### src/rtl/core/owbm_pkg.sv
`timescale 1ns / 1ps
// ----------------------------------------------------------------------------
// owbm_pkg
// Shared widths, codes, register defaults and transaction layouts for the
// single-wire bus master.
// ----------------------------------------------------------------------------
package owbm_pkg;

    localparam int COUNT_WIDTH   = 10;
    localparam int BITS_PER_BYTE = 8;
    localparam int BIT_IDX_W     = $clog2(BITS_PER_BYTE);
    localparam int CFG_IDX_W     = 3;

    // Command codes carried in the op field
    typedef enum logic [1:0] {
        OP_TICK  = 2'd0,
        OP_RESET = 2'd1,
        OP_WRITE = 2'd2,
        OP_READ  = 2'd3
    } op_t;

    // Configuration register indexes
    localparam logic [CFG_IDX_W-1:0] CFG_RESET_LOW    = 3'd0;
    localparam logic [CFG_IDX_W-1:0] CFG_RESET_WAIT   = 3'd1;
    localparam logic [CFG_IDX_W-1:0] CFG_SHORT_LOW    = 3'd2;
    localparam logic [CFG_IDX_W-1:0] CFG_SAMPLE_DELAY = 3'd3;
    localparam logic [CFG_IDX_W-1:0] CFG_READ_RECOVER = 3'd4;
    localparam logic [CFG_IDX_W-1:0] CFG_ONE_HIGH     = 3'd5;
    localparam logic [CFG_IDX_W-1:0] CFG_ZERO_LOW     = 3'd6;
    localparam logic [CFG_IDX_W-1:0] CFG_ZERO_HIGH    = 3'd7;

    // Register reset values, in ticks
    localparam logic [COUNT_WIDTH-1:0] DEF_RESET_LOW    = COUNT_WIDTH'(70);
    localparam logic [COUNT_WIDTH-1:0] DEF_RESET_WAIT   = COUNT_WIDTH'(410);
    localparam logic [COUNT_WIDTH-1:0] DEF_SHORT_LOW    = COUNT_WIDTH'(6);
    localparam logic [COUNT_WIDTH-1:0] DEF_SAMPLE_DELAY = COUNT_WIDTH'(9);
    localparam logic [COUNT_WIDTH-1:0] DEF_READ_RECOVER = COUNT_WIDTH'(55);
    localparam logic [COUNT_WIDTH-1:0] DEF_ONE_HIGH     = COUNT_WIDTH'(64);
    localparam logic [COUNT_WIDTH-1:0] DEF_ZERO_LOW     = COUNT_WIDTH'(60);
    localparam logic [COUNT_WIDTH-1:0] DEF_ZERO_HIGH    = COUNT_WIDTH'(10);

    typedef struct packed {
        logic [COUNT_WIDTH-1:0] reset_low_ticks;
        logic [COUNT_WIDTH-1:0] reset_wait_ticks;
        logic [COUNT_WIDTH-1:0] short_low_ticks;
        logic [COUNT_WIDTH-1:0] sample_delay_ticks;
        logic [COUNT_WIDTH-1:0] read_recover_ticks;
        logic [COUNT_WIDTH-1:0] one_high_ticks;
        logic [COUNT_WIDTH-1:0] zero_low_ticks;
        logic [COUNT_WIDTH-1:0] zero_high_ticks;
    } cfg_t;

    // Result of one tick; packed order here is MSB first
    typedef struct packed {
        logic                     rejected;
        logic [BITS_PER_BYTE-1:0] rx_byte;
        logic                     done_res;
        logic                     busy_res;
        logic                     drive_low;
    } res_t;

    localparam int IN_BITS   = 2 + BITS_PER_BYTE + 1;
    localparam int IN_DATA_W = ((IN_BITS + 7) / 8) * 8;
    localparam int RES_BITS  = $bits(res_t);
    localparam int OUT_DATA_W = ((RES_BITS + 7) / 8) * 8;

endpackage

### src/rtl/core/owbm_engine.sv
`timescale 1ns / 1ps
// ----------------------------------------------------------------------------
// owbm_engine
// Slot sequencer: holds bus phase, tick counter, bit index and shift register,
// and works out the result of one tick from the current state and command.
// ----------------------------------------------------------------------------
module owbm_engine
    import owbm_pkg::*;
(
    input  logic                     aclk,
    input  logic                     aresetn,
    input  logic                     step,
    input  op_t                      op,
    input  logic [BITS_PER_BYTE-1:0] tx_byte,
    input  logic                     line_in,
    input  cfg_t                     cfg,
    output res_t                     res
);

    typedef enum logic [3:0] {
        PH_IDLE,
        PH_RST_LOW,
        PH_RST_WAIT,
        PH_SHORT_LOW,
        PH_SAMPLE_WAIT,
        PH_RECOVER,
        PH_ONE_HIGH,
        PH_ZERO_LOW,
        PH_ZERO_HIGH
    } phase_t;

    phase_t                   phase_reg, phase_next;
    logic [COUNT_WIDTH-1:0]   count_reg, count_next;
    logic [BIT_IDX_W-1:0]     bit_reg, bit_next;
    logic [BITS_PER_BYTE-1:0] shift_reg, shift_next;
    logic                     is_read_reg, is_read_next;

    always_comb begin
        logic [COUNT_WIDTH-1:0] len;
        logic                   last_bit;

        phase_next   = phase_reg;
        count_next   = count_reg;
        bit_next     = bit_reg;
        shift_next   = shift_reg;
        is_read_next = is_read_reg;
        res          = '0;
        len          = '0;
        last_bit     = 1'b0;

        // Command start: the first phase runs on this same tick
        if (phase_reg != PH_IDLE) begin
            res.rejected = (op != OP_TICK);
        end else begin
            unique case (op)
                OP_RESET: begin
                    is_read_next = 1'b0;
                    bit_next     = '0;
                    shift_next   = '0;
                    phase_next   = PH_RST_LOW;
                    count_next   = '0;
                end
                OP_WRITE, OP_READ: begin
                    is_read_next = (op == OP_READ);
                    bit_next     = '0;
                    shift_next   = (op == OP_READ) ? '0 : tx_byte;
                    phase_next   = ((op == OP_READ) || tx_byte[0]) ? PH_SHORT_LOW
                                                                   : PH_ZERO_LOW;
                    count_next   = '0;
                end
                default: ;
            endcase
        end

        if (phase_next != PH_IDLE) begin
            unique case (phase_next)
                PH_RST_LOW:     len = cfg.reset_low_ticks;
                PH_RST_WAIT:    len = cfg.reset_wait_ticks;
                PH_SHORT_LOW:   len = cfg.short_low_ticks;
                PH_SAMPLE_WAIT: len = cfg.sample_delay_ticks;
                PH_RECOVER:     len = cfg.read_recover_ticks;
                PH_ONE_HIGH:    len = cfg.one_high_ticks;
                PH_ZERO_LOW:    len = cfg.zero_low_ticks;
                PH_ZERO_HIGH:   len = cfg.zero_high_ticks;
                default:        len = COUNT_WIDTH'(1);
            endcase
            if (len == '0) begin
                len = COUNT_WIDTH'(1);
            end
            res.busy_res  = 1'b1;
            res.drive_low = (phase_next == PH_RST_LOW) || (phase_next == PH_SHORT_LOW)
                         || (phase_next == PH_ZERO_LOW);
            count_next    = count_next + COUNT_WIDTH'(1);
            last_bit      = (bit_next == BIT_IDX_W'(BITS_PER_BYTE - 1));

            if (count_next >= len) begin
                count_next = '0;
                unique case (phase_next)
                    PH_RST_LOW:  phase_next = PH_RST_WAIT;
                    PH_RST_WAIT: begin
                        phase_next   = PH_IDLE;
                        res.done_res = 1'b1;
                    end
                    PH_SHORT_LOW: phase_next = is_read_next ? PH_SAMPLE_WAIT : PH_ONE_HIGH;
                    PH_SAMPLE_WAIT: begin
                        shift_next = {line_in, shift_next[BITS_PER_BYTE-1:1]};
                        phase_next = PH_RECOVER;
                    end
                    PH_ZERO_LOW: phase_next = PH_ZERO_HIGH;
                    PH_ONE_HIGH, PH_ZERO_HIGH: begin
                        shift_next = {1'b0, shift_next[BITS_PER_BYTE-1:1]};
                        if (last_bit) begin
                            phase_next   = PH_IDLE;
                            res.done_res = 1'b1;
                        end else begin
                            bit_next   = bit_next + BIT_IDX_W'(1);
                            phase_next = shift_next[0] ? PH_SHORT_LOW : PH_ZERO_LOW;
                        end
                    end
                    PH_RECOVER: begin
                        if (last_bit) begin
                            phase_next   = PH_IDLE;
                            res.done_res = 1'b1;
                            res.rx_byte  = shift_next;
                        end else begin
                            bit_next   = bit_next + BIT_IDX_W'(1);
                            phase_next = PH_SHORT_LOW;
                        end
                    end
                    default: phase_next = PH_IDLE;
                endcase
            end
        end
    end

    always_ff @(posedge aclk) begin
        if (!aresetn) begin
            phase_reg   <= PH_IDLE;
            count_reg   <= '0;
            bit_reg     <= '0;
            shift_reg   <= '0;
            is_read_reg <= 1'b0;
        end else if (step) begin
            phase_reg   <= phase_next;
            count_reg   <= count_next;
            bit_reg     <= bit_next;
            shift_reg   <= shift_next;
            is_read_reg <= is_read_next;
        end
    end

endmodule

### src/rtl/core/one_wire_bus_master.sv
`timescale 1ns / 1ps
// ----------------------------------------------------------------------------
// one_wire_bus_master
// Tick-driven master for a single-wire open-drain bus: bus reset, byte write
// and byte read in timed slots with programmable durations.
// ----------------------------------------------------------------------------
// Each input transaction is one microsecond tick of bus time and may carry a
// command; each produces exactly one result transaction carrying the line
// drive for that tick, busy/done/rejected flags and the read byte on the
// done tick of a read. The block takes one tick per clock cycle: the slot
// sequencer updates its state on the accept edge and the result lands in a
// single output register, so a new tick is accepted every cycle while the
// output side keeps up, and also while a result is being handed over.
// Commands arriving while one runs are flagged by rejected and dropped. The
// user writes slot durations via cfg_* only while the bus is idle, which the
// block does not enforce; zero acts as one tick; bits travel LSB first.
// ----------------------------------------------------------------------------
module one_wire_bus_master
    import owbm_pkg::*;
(
    input  logic                   aclk,
    input  logic                   aresetn,

    // Tick/command input
    input  logic                   s_tvalid,
    output logic                   s_tready,
    input  logic [IN_DATA_W-1:0]   s_tdata,   // [1:0] op, [9:2] tx_byte, [10] line_in

    // Result output
    output logic                   m_tvalid,
    input  logic                   m_tready,
    output logic [OUT_DATA_W-1:0]  m_tdata,   // [0] drive_low, [1] busy_res,
                                              // [2] done_res, [10:3] rx_byte,
                                              // [11] rejected

    // Configuration write port
    input  logic                   cfg_wr_en,
    input  logic [CFG_IDX_W-1:0]   cfg_index,
    input  logic [COUNT_WIDTH-1:0] cfg_wdata
);

    cfg_t  cfg_reg;
    res_t  res;
    logic  in_fire;
    logic  m_tvalid_reg;
    res_t  m_res_reg;

    // Accept whenever the output register is empty or being drained
    assign s_tready = !m_tvalid_reg || m_tready;
    assign in_fire  = s_tvalid && s_tready;

    // Timing registers
    always_ff @(posedge aclk) begin
        if (!aresetn) begin
            cfg_reg.reset_low_ticks    <= DEF_RESET_LOW;
            cfg_reg.reset_wait_ticks   <= DEF_RESET_WAIT;
            cfg_reg.short_low_ticks    <= DEF_SHORT_LOW;
            cfg_reg.sample_delay_ticks <= DEF_SAMPLE_DELAY;
            cfg_reg.read_recover_ticks <= DEF_READ_RECOVER;
            cfg_reg.one_high_ticks     <= DEF_ONE_HIGH;
            cfg_reg.zero_low_ticks     <= DEF_ZERO_LOW;
            cfg_reg.zero_high_ticks    <= DEF_ZERO_HIGH;
        end else if (cfg_wr_en) begin
            unique case (cfg_index)
                CFG_RESET_LOW:    cfg_reg.reset_low_ticks    <= cfg_wdata;
                CFG_RESET_WAIT:   cfg_reg.reset_wait_ticks   <= cfg_wdata;
                CFG_SHORT_LOW:    cfg_reg.short_low_ticks    <= cfg_wdata;
                CFG_SAMPLE_DELAY: cfg_reg.sample_delay_ticks <= cfg_wdata;
                CFG_READ_RECOVER: cfg_reg.read_recover_ticks <= cfg_wdata;
                CFG_ONE_HIGH:     cfg_reg.one_high_ticks     <= cfg_wdata;
                CFG_ZERO_LOW:     cfg_reg.zero_low_ticks     <= cfg_wdata;
                CFG_ZERO_HIGH:    cfg_reg.zero_high_ticks    <= cfg_wdata;
                default: ;
            endcase
        end
    end

    // Slot sequencer; advances only on an accepted tick
    owbm_engine u_engine (
        .aclk    (aclk),
        .aresetn (aresetn),
        .step    (in_fire),
        .op      (op_t'(s_tdata[1:0])),
        .tx_byte (s_tdata[2 +: BITS_PER_BYTE]),
        .line_in (s_tdata[2 + BITS_PER_BYTE]),
        .cfg     (cfg_reg),
        .res     (res)
    );

    // Output register: load on accept, hold while stalled, drop valid once taken
    always_ff @(posedge aclk) begin
        if (!aresetn) begin
            m_tvalid_reg <= 1'b0;
        end else if (in_fire) begin
            m_tvalid_reg <= 1'b1;
        end else if (m_tready) begin
            m_tvalid_reg <= 1'b0;
        end
    end

    always_ff @(posedge aclk) begin
        if (in_fire) begin
            m_res_reg <= res;
        end
    end

    assign m_tvalid = m_tvalid_reg;
    assign m_tdata  = OUT_DATA_W'(m_res_reg);

endmodule
### config.mk
export PLATFORM = sky130hd
export DESIGN_NAME = one_wire_bus_master
export DESIGN_NICKNAME = d
export VERILOG_FILES = /design/src/rtl/core/owbm_pkg.sv /design/src/rtl/core/owbm_engine.sv /design/src/rtl/core/one_wire_bus_master.sv
export SDC_FILE = /design/constraint.sdc
export NUM_CORES = 1
export LEC_CHECK = 0
export ABC_CLOCK_PERIOD_IN_PS = 4100
export BUFFER_PORTS_ARGS = -buffer_cell sky130_fd_sc_hd__buf_2
export CORE_MARGIN = 1
export CORE_UTILIZATION = 45
export DETAILED_ROUTE_END_ITERATION = 6
export PLACE_DENSITY = 0.65
export SYNTH_ARGS = -nofsm -noshare
export SYNTH_HDL_FRONTEND = slang
export SYNTH_HIERARCHICAL = 1
export SYNTH_SLANG_ARGS = --single-unit
### constraint.sdc
create_clock -name aclk -period 4.1 [get_ports aclk]
set_input_delay 0.615 -clock aclk [delete_from_list [all_inputs] [get_ports aclk]]
set_output_delay 0.615 -clock aclk [all_outputs]
set_load 0.03 [all_outputs]
=== After elaboration in Yosys (flattened, before gate mapping) ===
Cells that the tools add are included.

* Reductions and logical operators: 26
* $lt $le $gt $ge: 1
* Muxes and demuxes: 38
* Eq/ne operators: 19
* $add $sub $neg: 2

{| class="wikitable"
|+ Operators with widths
! operator !! count
|-
| one-hot mux 10 bit (8 select lines) || 1
|-
| 2-to-1 mux 10 bit || 7
|-
| 2-to-1 mux 8 bit || 4
|-
| one-hot mux 8 bit (2 select lines) || 2
|-
| 2-to-1 mux 3 bit || 8
|-
| one-hot mux 4 bit (6 select lines) || 1
|-
| AND reduction 2 bit || 9
|-
| == test 4 x 3 -> 1 bit, second input constant || 4
|-
| 2-to-1 mux 4 bit || 4
|-
| == test 3 bit, second input constant || 5
|-
| adder 10 x 1 -> 10 bit, second input constant || 1
|-
| >= comparator 10 bit || 1
|-
| zero test 10 bit || 1
|-
| 2-to-1 mux 9 bit || 1
|-
| == test 4 x 2 -> 1 bit, second input constant || 2
|-
| one-hot mux 4 bit (2 select lines) || 1
|-
| nonzero test 4 bit || 2
|-
| == test 3 x 2 -> 1 bit, second input constant || 2
|-
| 2-to-1 mux 2 bit || 3
|-
| OR reduction 3 bit || 2
|-
| == test 2 bit, second input constant || 2
|-
| == test 4 x 1 -> 1 bit, second input constant || 1
|-
| == test 4 bit, second input constant || 1
|-
| logical OR 1 bit || 4
|-
| 12 further kinds || 17
|}

* Bits of input ports: 34
* Word-level logic and storage cells: 105
* Bits in registers: 119
* Output and inout port bits: 18

=== Longest topological paths before layout ===
* Depth in word-level cells: 14
* Mapped depth: 18
* Gate-level depth less buffers: 14

=== Modules after synthesis ===
Netlist, hierarchy kept.

{| class="wikitable"
|+ Modules (own cells, without submodules)
! module !! seq. area each (sq um) !! area an instance (sq um) !! instances !! cells an instance
|-
| one_wire_bus_master || 1981.9 || 3517.1 || 1 || 315
|-
| owbm_engine || 520.5 || 2798.9 || 1 || 378
|}

=== Worst setup path after synthesis ===
Ideal clock, no wire load.

* Path kind: input -> register
* Start: input s_tdata[0]
* End: register m_res_reg, in the netlist m_tdata[10] (data pin)
* Stages: 15
* Arrival time: 3.744 ns
* Path slack: 0.210 ns
* Required time: 3.954 ns
* Buffers on the path: 2
* Setup time: 0.146 ns
* Cell sequence: buf_1 > o21ai_1 > buf_2 > and2_1 > ha_1 > nand3_1 > or3_1 > a21oi_1 > ha_1 > o21a_1 > o211ai_1 > and2_1 > nor2_1 > nand4_1 > nor2b_1

* Cells in the longest elaborated chain, start to end: 13
* Elaborated cells between the ends (all ways): 34
* Classes of those cells: 1 x add/sub; 1 x order compare; 12 x eq/ne; 14 x mux; 6 x reduce/logical

{| class="wikitable"
|+ RTL lines
! element !! line !! text
|-
| from (decl) || one_wire_bus_master.sv:27 || <nowiki>input logic [IN_DATA_W-1:0] s_tdata,</nowiki>
|-
| == test 2 bit || owbm_engine.sv:55, owbm_engine.sv:66, owbm_engine.sv:67 ||
|-
| logical OR 1 bit || owbm_engine.sv:67 || <nowiki>phase_next = ((op == OP_READ) || tx_byte[0]) ? PH_SHORT_LOW</nowiki>
|-
| 2-to-1 mux 3 bit || owbm_engine.sv:67 ||
|-
| one-hot mux 4 bit (2 select lines) || owbm_engine.sv:55 || <nowiki>unique case (op)</nowiki>
|-
| 2-to-1 mux 4 bit || owbm_engine.sv:52 || <nowiki>if (phase_reg != PH_IDLE) begin</nowiki>
|-
| == test 4 bit (tied with other cells) || owbm_engine.sv:76 || <nowiki>unique case (phase_next)</nowiki>
|-
| one-hot mux 10 bit (8 select lines) || owbm_engine.sv:76 ||
|-
| 2-to-1 mux 10 bit || owbm_engine.sv:75 || <nowiki>if (phase_next != PH_IDLE) begin</nowiki>
|-
| zero test 10 bit || owbm_engine.sv:87 || <nowiki>if (len == '0) begin</nowiki>
|-
| 2-to-1 mux 10 bit || owbm_engine.sv:87 ||
|-
| 2-to-1 mux 10 bit || owbm_engine.sv:75 ||
|-
| >= comparator 10 bit || owbm_engine.sv:96 || <nowiki>if (count_next >= len) begin</nowiki>
|-
| AND reduction 4 bit (no line) || n/a ||
|-
| to (signal assigned) || one_wire_bus_master.sv:103 || <nowiki>m_res_reg <= res;</nowiki>
|-
| to (decl) || one_wire_bus_master.sv:46 || <nowiki>res_t m_res_reg;</nowiki>
|}

Several ways; a longest one is shown, not always the timed one. The select of a mux whose other input is x is not followed.
A chain may end at the register's enable or synchronous reset.

=== Final worst setup path ===
* Start: register u_engine.phase_reg[0]
* End: register u_engine.phase_reg[1]

* Cells in the longest elaborated chain, start to end: 11
* Elaborated cells between the ends (all ways): 30
* Classes of those cells: 1 x add/sub; 1 x order compare; 9 x eq/ne; 15 x mux; 4 x reduce/logical

{| class="wikitable"
|+ RTL lines
! element !! line !! text
|-
| from (decl) || owbm_engine.sv:32 || <nowiki>phase_t phase_reg, phase_next;</nowiki>
|-
| from (signal assigned) || owbm_engine.sv:144 || <nowiki>phase_reg <= phase_next;</nowiki>
|-
| one-hot mux 4 bit (2 select lines) or nonzero test 4 bit (tied branches) || owbm_engine.sv:55, owbm_engine.sv:52 ||
|-
| 2-to-1 mux 4 bit || owbm_engine.sv:52 ||
|-
| == test 4 bit (tied with other cells) || owbm_engine.sv:76, owbm_engine.sv:98 ||
|-
| one-hot mux 10 bit (8 select lines) || owbm_engine.sv:76 ||
|-
| 2-to-1 mux 10 bit || owbm_engine.sv:75 ||
|-
| zero test 10 bit || owbm_engine.sv:87 ||
|-
| 2-to-1 mux 10 bit || owbm_engine.sv:87 ||
|-
| 2-to-1 mux 10 bit || owbm_engine.sv:75 ||
|-
| >= comparator 10 bit || owbm_engine.sv:96 ||
|-
| 2-to-1 mux 4 bit || owbm_engine.sv:96 ||
|-
| 2-to-1 mux 4 bit * || owbm_engine.sv:75 ||
|}

Every way passes the cells marked *; elsewhere a longest branch is shown, timed or not. The select of a mux whose other input is x is not followed.

==> reports/qor.yml <==
ys_seq_elements: 119
grt_setup_unrepaired: "true"
cts.clk_slew.worst_paths_ns: 0.05
min_path_type: "primary input to register"
synth-edff-count: 12
largest_register_ff_count: 80
holdPathStages: 3
crit_type: "register to register"
grt_pass1_vias: 5216
maxSlewViolCount: 0
reg2reg_from: "u_engine/phase_reg[0]$_SDFFE_PN0P_"
postSynthCellCount: 693
drt_first_pass_iters: 5
initial_core_util: 0.469
die_h_um: 120
numCtsBuffers: 17
power_switching_uw: 1150
holdBufCountCts: 0
reg2reg_depth: 15
avgSynthCellArea_um2: 9.11
grt_start_max_net_pins: 69
synth_area_um2: 6320
reg2reg_slack_ns: 0.11
fin_cells: 912
post_dp_cell_area_um2: 6670
vias: 5449
grt_pass1_wl_um: 26800
post-route-drc-count: 0
final_cell_mix: "109 x nand2_1, 106 x dfxtp_1, 85 x mux2i_1, 43 x nor2b_1, 41 x buf_2"
dp_cells: 882
ys_types: 69
ant_nets: 0
wl_per_cell_um: 18.6
die-area_um2: 14500
gr-total-overflow: 0
cts_max_level: 4
yosysWarnings: 6
ir_drop_mv: 0.317
fmax_ghz: 0.251
layout.nets: 772
fin_skew_ns: 0.00719
cp-start-kind: "register"
power_frac_clock: 0.405
final_cell_area_um2: 7300
drive_gt1_frac: 0.159
async_flop_share: 0
clkSinkCount: 119
worstPathArrival_ns: 4.33
post-route-period-util: 0.973
worstHoldStart: "s_tdata[4]"
gp_congestion: 0.842
drtIter0Drc: 481
p_comb_frac: 0.254
cp_max_fo: 17
synthFlopType: "dfxtp_1"
pin_count: 52
drt-vias-per-instance: 5.97
area_delta_synth_final_pct: 15.6
place_hpwl_um: 11600
whs_endpoint: "u_engine/shift_reg[2]$_SDFFE_PN0P_"
end_kind: "register"
final_common_cell: "nand2_1"
setup-violations-final: 0
routed_wl_um: 17000
io_buffers: 42
period_needed_ns: 3.99
cts_tree: "built"
hold_violations: 0
core-area_um2: 13500
p_int_uw: 2570
slew_headroom: 0.266
seqPwrFrac: 0.341
diodes: 0
antenna_found_initial: 0
die_w_um: 120
clock-root-buffer: "clkbuf_16"
power_leakage_uw: 0.00300
worst_slew_pin_slew_ns: 1.10
pwr_density_cell_nw_per_um2: 509
ys_seq_area_frac: 0.396
clock_latency_ns: 0.42
grt_usage: 0.243
core.rowCount: 42
switching_share: 0.308
clock_path_buffers: 2
critPathRequiredTime_ns: 4.44
r2r_end: "u_engine/phase_reg[1]$_SDFFE_PN0P_"
outcome: "completed"
maxCapViolations: 0
==> power groups by stage <==
stage | clock network, uW | registers, uW | logic, uW
2_1_floorplan | 0 | 1290 | 614
3_3_place_gp | 0 | 1290 | 897
3_5_place_dp | 0 | 1290 | 911
4_1_cts | 1530 | 1270 | 915
5_1_grt | 1590 | 1270 | 1000
6_report | 1510 | 1270 | 943
==> worst max path at each step <==
| stage | startpoint | end | cells past startpoint |
|---|---|---|---|
| 3_5_place_dp | s_tdata[1] | m_tdata[4]$_DFFE_PP_ | 12 |
| 6_report | u_engine/phase_reg[0]$_SDFFE_PN0P_ | u_engine/phase_reg[1]$_SDFFE_PN0P_ | 15 |
| 4_1_cts | u_engine/phase_reg[3]$_SDFFE_PN0P_ | m_tdata[4]$_DFFE_PP_ | 15 |
| 5_1_grt | u_engine/phase_reg[0]$_SDFFE_PN0P_ | u_engine/shift_reg[6]$_SDFFE_PN0P_ | 14 |
| 2_1_floorplan | s_tdata[0] | m_tdata[10]$_DFFE_PP_ | 15 |
| 3_3_place_gp | s_tdata[1] | u_engine/shift_reg[6]$_SDFFE_PN0P_ | 14 |
==> cell usage after synthesis, drive strengths merged (10+ instances only) <==
| cell type | number | area [um^2] |
|---|---|---|
| mux2i | 85 | 851 |
| clkbuf | 26 | 97.6 |
| nand3 | 18 | 90.1 |
| nor2b | 44 | 275 |
| nand4 | 10 | 62.6 |
| nand2 | 109 | 409 |
| buf | 29 | 181 |
| ha | 12 | 150 |
| a21oi | 28 | 140 |
| o21ai | 21 | 105 |
| nor2 | 23 | 86.3 |
| edfxtp | 12 | 360 |
| a22oi | 18 | 140 |
| dfxtp | 107 | 2140 |
| a22o | 10 | 87.6 |
==> metal layers <==
layer | wire, um | track usage | vias up | share of wire
met5 | 0 | 0 | - | 0
met4 | 405 | 0.105 | 0 | 0.024
met2 | 7860 | 0.383 | 172 | 0.46
met1 | 7810 | 0.311 | 2673 | 0.46
met3 | 886 | 0.0660 | 33 | 0.052
li1 | - | - | 2571 | -
==> layout make-up <==
class,instances,area (um^2)
well taps,176,220
flip-flops and latches,119,2500
multi-input cells,515,3540
fillers,1241,6150
inverters,7,26.3
repair buffers,66,405
clock inverters,6,86.3
clock buffers,23,519
==> repair_timing <==
action                                  in CTS  in global routing
endpoints found under the setup margin       0                 20
gates resized for setup                      0                  7
buffers inserted                             0                  1
hold endpoints to repair                     0                  0
==> critical path, cell delays in order, from the launching register on <==
cell and delay (ns):
dfxtp_1 0.42, buf_12 0.21, and4b_1 0.26, a222oi_1 0.49, nand4_1 0.24, a2111oi_1 0.37
nand4_1 0.16, o21ai_1 0.18, ha_1 0.13, nand2b_1 0.09, a21oi_1 0.08, o211a_1 0.27
nor2_1 0.29, buf_4 0.21, mux2_2 0.33, o22ai_1 0.16
==> cell families after synthesis <==
group | Yosys count | synth area share
xor+xnor | 7 | 0.00971
other cells | 1 | 0.000594
buf+inv | 62 | 0.0483
mux | 92 | 0.147
compound gates | 135 | 0.150
simple gates | 265 | 0.224
fa+ha+maj | 12 | 0.0238
flops | 119 | 0.396
==> metrics by stage <==
stage | hold WS [ns] | utilization | total power, uW | setup WS [ns] | TNS (ns)
final | 0.439 | 0.543 | 3720 | 0.109 | 0
after global routing | 0.434 | 0.543 | 3870 | -0.0474 | -0.248
after CTS | 0.424 | 0.541 | 3710 | 0.00969 | 0
after detailed placement | 0.444 | 0.496 | 2200 | -0.0377 | -0.132
after global placement | 0.440 | 0.496 | 2180 | 0.0533 | 0
after floorplan | 0.431 | - | 1900 | 0.210 | 0
No activity file was read; power rests on OpenSTA's default activity.
